## src/design/aee_pkg.sv

```systemverilog
// Package for the arithmetic expression evaluator: types, constants and
// fixed-point helper functions. It depends on nothing.
package aee_pkg;

   localparam int unsigned FDIG_W      = 5;
   localparam int unsigned QUEUE_DEPTH = 4;
   localparam int unsigned PTR_W       = $clog2(QUEUE_DEPTH);
   localparam int unsigned CNT_W       = $clog2(QUEUE_DEPTH + 1);

   localparam logic [63:0] SIGN_BIT   = 64'h8000_0000_0000_0000;
   localparam logic [63:0] MAX_POS    = 64'h7FFF_FFFF_FFFF_FFFF;
   localparam logic [63:0] MANT_LIMIT = 64'd1844674407370955160;

   localparam logic [7:0] CHAR_0     = 8'h30;
   localparam logic [7:0] CHAR_9     = 8'h39;
   localparam logic [7:0] CHAR_DOT   = 8'h2E;
   localparam logic [7:0] CHAR_PLUS  = 8'h2B;
   localparam logic [7:0] CHAR_MINUS = 8'h2D;
   localparam logic [7:0] CHAR_STAR  = 8'h2A;
   localparam logic [7:0] CHAR_SLASH = 8'h2F;

   typedef enum logic [2:0] {
      STATUS_OK       = 3'd0,
      STATUS_BAD_CHAR = 3'd1,
      STATUS_TWO_DOTS = 3'd2,
      STATUS_DIV_ZERO = 3'd3,
      STATUS_OVERFLOW = 3'd4
   } status_type;

   typedef enum logic [2:0] {
      KIND_DIGIT,
      KIND_DOT,
      KIND_MULDIV,
      KIND_ADDSUB,
      KIND_BAD
   } kind_type;

   typedef enum logic [3:0] {
      S_IDLE,
      S_CONV_START,
      S_CONV_WAIT,
      S_FACTOR,
      S_MUL,
      S_MUL_DONE,
      S_DIV_START,
      S_DIV_WAIT,
      S_POST,
      S_OUT
   } back_state_type;

   typedef enum logic [1:0] {
      AFTER_MULDIV,
      AFTER_ADDSUB,
      AFTER_FINAL
   } after_type;

   typedef struct packed {
      kind_type   kind;
      logic [3:0] digit;
      logic       alt_op;
      logic       is_last;
   } entry_type;

   typedef struct packed {
      logic [7:0] char_code;
      logic       is_last;
   } req_payload_type;

   typedef struct packed {
      logic signed [63:0] value;
      logic [2:0]         status;
   } rsp_payload_type;

   typedef struct packed {
      logic busy;
      logic done;
   } div_flags_type;

   typedef struct packed {
      logic [63:0] value;
      logic        ovf;
   } sat_type;

   function automatic logic [63:0] magnitude(input logic [63:0] x);
      return x[63] ? (64'd0 - x) : x;
   endfunction

   function automatic sat_type saturate(input logic neg, input logic hi_nz,
                                        input logic [63:0] mag);
      sat_type r;
      r.ovf = 1'b0;
      if (!neg) begin
         if (hi_nz || (mag > MAX_POS)) begin
            r.value = MAX_POS;
            r.ovf   = 1'b1;
         end else begin
            r.value = mag;
         end
      end else begin
         if (hi_nz || (mag > SIGN_BIT)) begin
            r.value = SIGN_BIT;
            r.ovf   = 1'b1;
         end else begin
            r.value = 64'd0 - mag;
         end
      end
      return r;
   endfunction

   function automatic sat_type fx_add(input logic [63:0] a, input logic [63:0] b,
                                      input logic subtract);
      sat_type     r;
      logic [63:0] same;
      r.value = subtract ? (a - b) : (a + b);
      same    = subtract ? (a ^ b) : ~(a ^ b);
      r.ovf   = ((same & (a ^ r.value) & SIGN_BIT) != 64'd0);
      if (r.ovf) begin
         r.value = a[63] ? SIGN_BIT : MAX_POS;
      end
      return r;
   endfunction

   // Keeps the smallest nonzero status code.
   function automatic status_type note(input status_type cur, input status_type code);
      return ((cur == STATUS_OK) || (code < cur)) ? code : cur;
   endfunction

   function automatic logic [63:0] pow10(input logic [FDIG_W-1:0] n);
      logic [63:0] p;
      case (n)
         5'd0:    p = 64'd1;
         5'd1:    p = 64'd10;
         5'd2:    p = 64'd100;
         5'd3:    p = 64'd1000;
         5'd4:    p = 64'd10000;
         5'd5:    p = 64'd100000;
         5'd6:    p = 64'd1000000;
         5'd7:    p = 64'd10000000;
         5'd8:    p = 64'd100000000;
         5'd9:    p = 64'd1000000000;
         5'd10:   p = 64'd10000000000;
         5'd11:   p = 64'd100000000000;
         5'd12:   p = 64'd1000000000000;
         5'd13:   p = 64'd10000000000000;
         5'd14:   p = 64'd100000000000000;
         5'd15:   p = 64'd1000000000000000;
         5'd16:   p = 64'd10000000000000000;
         5'd17:   p = 64'd100000000000000000;
         default: p = 64'd1000000000000000000;
      endcase
      return p;
   endfunction

endpackage

```

## src/design/aee_queue.sv

```systemverilog
// Short FIFO of classified characters between front and back end.
// Depends on aee_pkg.
module aee_queue (
   input  logic               clock,
   input  logic               reset,
   input  logic               push,
   input  aee_pkg::entry_type push_entry,
   output logic               full,
   input  logic               pop,
   output aee_pkg::entry_type pop_entry,
   output logic               not_empty
);

   aee_pkg::entry_type                 slots_ff [aee_pkg::QUEUE_DEPTH];
   logic [aee_pkg::PTR_W-1:0]          wr_ptr_ff, wr_ptr_in;
   logic [aee_pkg::PTR_W-1:0]          rd_ptr_ff, rd_ptr_in;
   logic [aee_pkg::CNT_W-1:0]          count_ff, count_in;

   assign full      = (count_ff == aee_pkg::CNT_W'(aee_pkg::QUEUE_DEPTH));
   assign not_empty = (count_ff != '0);
   assign pop_entry = slots_ff[rd_ptr_ff];

   always_comb begin
      wr_ptr_in = push ? wr_ptr_ff + 1'b1 : wr_ptr_ff;
      rd_ptr_in = pop ? rd_ptr_ff + 1'b1 : rd_ptr_ff;
      count_in  = count_ff + aee_pkg::CNT_W'(push) - aee_pkg::CNT_W'(pop);
   end

   always_ff @(posedge clock) begin
      if (reset) begin
         wr_ptr_ff <= '0;
         rd_ptr_ff <= '0;
         count_ff  <= '0;
      end else begin
         wr_ptr_ff <= wr_ptr_in;
         rd_ptr_ff <= rd_ptr_in;
         count_ff  <= count_in;
      end
   end

   always_ff @(posedge clock) begin
      if (push) begin
         slots_ff[wr_ptr_ff] <= push_entry;
      end
   end

endmodule

```

## config.mk

```make
export PLATFORM = sky130hd
export DESIGN_NAME = aee_queue
export DESIGN_NICKNAME = d
export VERILOG_FILES = /design/src/design/aee_pkg.sv /design/src/design/aee_queue.sv
export SDC_FILE = /design/constraint.sdc
export NUM_CORES = 1
export LEC_CHECK = 0
export BUFFER_PORTS_ARGS = -buffer_cell sky130_fd_sc_hd__buf_4
export CORE_ASPECT_RATIO = 0.8
export CORE_MARGIN = 3
export CORE_UTILIZATION = 50
export DETAILED_ROUTE_END_ITERATION = 10
export PLACE_DENSITY_LB_ADDON = 0.2
export SYNTH_ARGS = -nofsm -noshare
export SYNTH_HDL_FRONTEND = slang
export SYNTH_SLANG_ARGS = --single-unit
```

## constraint.sdc

```tcl
create_clock -name clock -period 1.8 [get_ports clock]
set_input_delay 0.36 -clock clock [delete_from_list [all_inputs] [get_ports clock]]
set_output_delay 0.36 -clock clock [all_outputs]
set_load 0.02 [all_outputs]
```

==> flow_metrics.tcl <==
set metrics [dict create \
    ys_ff_latch 45 \
    hpwl_um 1910 \
    max-vdd-ir-drop_uv 675 \
    reg2reg_depth 7 \
    drive_above_1_share_pct 36.9 \
    finish.utilization_pct 66.6 \
    yosysSeqAreaShare_pct 72.5 \
    grt_pass1_vias 857 \
    synth_top_area_share_pct 62.1 \
    tightest_slew_ns 0.489 \
    antenna_cells 0 \
    fp.dieH_um 58.8 \
    core_area_sq_um 3200 \
    antenna_found_initial 0 \
    crit_required_ns 1.44 \
    cts_tree "yes" \
    drt.antenna.violating_nets 0 \
    vias_per_cell 5.12 \
    max_freq_ghz 0.552 \
    clkLatencyLatePin_ns 0.30 \
    seq_area_sq_um 1260 \
    outcome "complete, but fails checks" \
    place_congestion 0.734 \
    r2r-end "count_ff[2]$_SDFF_PP0_" \
    drv_cap 0 \
    pre_cts_slack_ns -0.0667 \
    cp_max_fo 5 \
    grt_pass1_wl_um 4350 \
    vias 830 \
    slew_viol_final 0 \
    crit_arrival_ns 1.45 \
    ios 24 \
    period_share_pct 101 \
    critPathKind "reg2out" \
    first_iter_violations 34 \
    final.setup.worst_slack_ns -0.0119 \
    post_cts_buffers 0 \
    yosys.cell_types.count 19 \
    routed_wl_um 2680 \
    ctsRootBufferMaster "clkbuf_8" \
    avgSynthCellArea_sq_um 19.6 \
    dpl.cell_count 154 \
    grt_overflow 0 \
    crit_top_cell "buf_6" \
    drc 0 \
    place_area_sq_um 1980 \
    rsz0062_at_grt "true" \
    skew_ns 0.00889 \
    stdcell_count 162 \
    yosysTopAreaCell "edfxtp_1" \
    die_area_sq_um 4230 \
    cts.sink_count 45 \
    cp_cell_sequence "buf_6 > mux4_2 > buf_6" \
    drt-pass1-iter-count 4 \
    cts.clk_slew.worst_paths_ns 0.08 \
    area_delta_synth_final_pct 22.4 \
    violations "setup timing" \
    power_density_nw_per_um2 1120 \
    ctsLongestPathBuffers 2 \
    nets 141 \
    setup.worst_path.start_class "flip-flop" \
    start_util_pct 54.4 \
    min_path_type "in2reg" \
    fp.dieW_um 72.0 \
    multi_input_area_sq_um 440 \
    synth.net_count 109 \
    synthCells 89 \
    post-route-min-period_ns 1.81 \
    htreeDepth 2 \
    rows 18 \
    finalPower_mw 2.39 \
    cts-buffers-inserted 5 \
    crit_slowest_cell "mux4_2" \
    synth_warnings 0 \
    finalHoldViolations 0 \
    leakage_nw 0.790 \
    finalSetupViolCount 5 \
    path_depth 3 \
    grt_max_degree 15 \
    cp-endpoint "pop_entry[1]" \
    crit_family "multiplexers" \
    r2r_slack_ns 0.21 \
    endpoint_kind "primary output" \
    holdPathStages 1 \
    port_buffers 23 \
    track_usage_pct 14.5 \
    r2r_start "count_ff[0]$_SDFF_PP0_" \
    synth_area_sq_um 1740 \
    synthTopCellsByArea "edfxtp_1, mux4_2, dfxtp_1" \
    slowest_delay_ns 0.51 \
    n_fill_cell 219 \
    path_buf_inv 2 \
    wl_per_cell_um 16.5 \
    slew_headroom_pct 67.4 \
    final_area_sq_um 2130 \
]
-- kinds of logic after synthesis --
logic type,synth area share (%)
flops,72.5
simple gates,4.39
buf+inv,2.23
fa+ha+maj,5.46
xor+xnor,2.37
mux,12.2
compound gates,0.862
-- metal layers --
layer | wire length (um) | track usage (%) | part of all wire (%)
met2 | 1330 | 23.3 | 50
met5 | 0 | 0 | 0
met1 | 1170 | 18.0 | 44
met3 | 134 | 4.61 | 5.0
met4 | 41 | 7.24 | 1.5
-- power breakdown --
group	internal (mW)	leakage (nW)	total, mW	switching, mW
logic	0.226	0.329	0.416	0.190
registers	1.19	0.405	1.23	0.0324
clock network	0.416	0.0554	0.742	0.326
-- area by class of cell --
| class | count | share of cell area [%] |
|---|---|---|
| Multi-Input combinational cell | 36 | 20.7 |
| Sequential cell | 45 | 59.2 |
| Tap cell | 40 | 2.35 |
| Timing Repair Buffer | 27 | 11.5 |
| Clock inverter | 2 | 1.82 |
| Clock buffer | 6 | 3.41 |
| Inverter | 6 | 1.06 |
-- flip-flops by register name, summed over array words and instances, names as in the netlist, named ones only --
| signal | flops |
|---|---|
| slots_ff | 36 |
| count_ff | 3 |
| rd_ptr_ff | 2 |
| wr_ptr_ff | 2 |
-- worst min-delay path by stage --
stage	start	endpoint	slack, ns
after floorplan	reset	count_ff[0]$_SDFF_PP0_	0.43
after global placement	rd_ptr_ff[0]$_SDFFE_PP0P_	rd_ptr_ff[1]$_SDFFE_PP0P_	0.51
after detailed placement	rd_ptr_ff[1]$_SDFFE_PP0P_	flip-flop	0.53
after CTS	push_entry[6]	slots_ff[0][6]$_DFFE_PP_	0.26
after global routing	push_entry[5]	slots_ff[3][5]$_DFFE_PP_	0.25
final	push_entry[5]	slots_ff[0][5]$_DFFE_PP_	0.26
-- stage by stage --
step                      TNS (ns)  hold WS [ns]
after floorplan                  0         0.432
after global placement    -0.00974         0.513
after detailed placement   -0.0667         0.535
after CTS                   -0.122         0.256
after global routing        -0.428         0.252
final                      -0.0321         0.263
-- cells in the final DEF, fill, tap and decap left out --
cell / n
buf_4: 16
and2_1: 4
a21bo_2: 1
bufinv_16: 1
xnor2_1: 2
inv_1: 6
a21oi_1: 1
mux2i_1: 1
xor3_1: 1
dfxtp_1: 8
nor2_1: 5
fa_1: 1
buf_6: 11
and3_1: 1
clkbuf_8: 5
dfxtp_2: 1
or3_1: 1
clkinv_4: 1
nor2b_1: 2
mux4_2: 9
nand3b_1: 1
edfxtp_1: 36
ha_1: 6
clkbuf_1: 1
-- worst reg2reg max path, stage by stage (launching register included) --
cell and delay, ns:
dfxtp_1 0.33, inv_1 0.05, ha_1 0.27, inv_1 0.04
ha_1 0.18, fa_1 0.38, xor3_1 0.20, nor2_1 0.04
-- repair_timing --
| action | CTS | global route |
|---|---|---|
| endpoints found under the setup margin | 9 | 10 |
| gates cloned | 0 | 0 |
| gates resized for setup | 12 | 0 |
| hold buffers | 0 | 0 |
| pin swaps | 0 | 1 |
-- cells in the mapped netlist --
| cell type | instances |
|---|---|
| and2_1 | 4 |
| inv_1 | 6 |
| or3_1 | 1 |
| nor2b_1 | 2 |
| fa_1 | 1 |
| nand3b_1 | 1 |
| edfxtp_1 | 36 |
| nor2_1 | 5 |
| buf_6 | 1 |
| and3_1 | 1 |
| xnor2_1 | 2 |
| a21oi_1 | 1 |
| mux4_2 | 9 |
| mux2i_1 | 1 |
| a21bo_2 | 1 |
| ha_1 | 6 |
| dfxtp_1 | 9 |
| xor3_1 | 1 |
| clkbuf_2 | 1 |
Note: power is estimated with default switching activity, not from simulation.
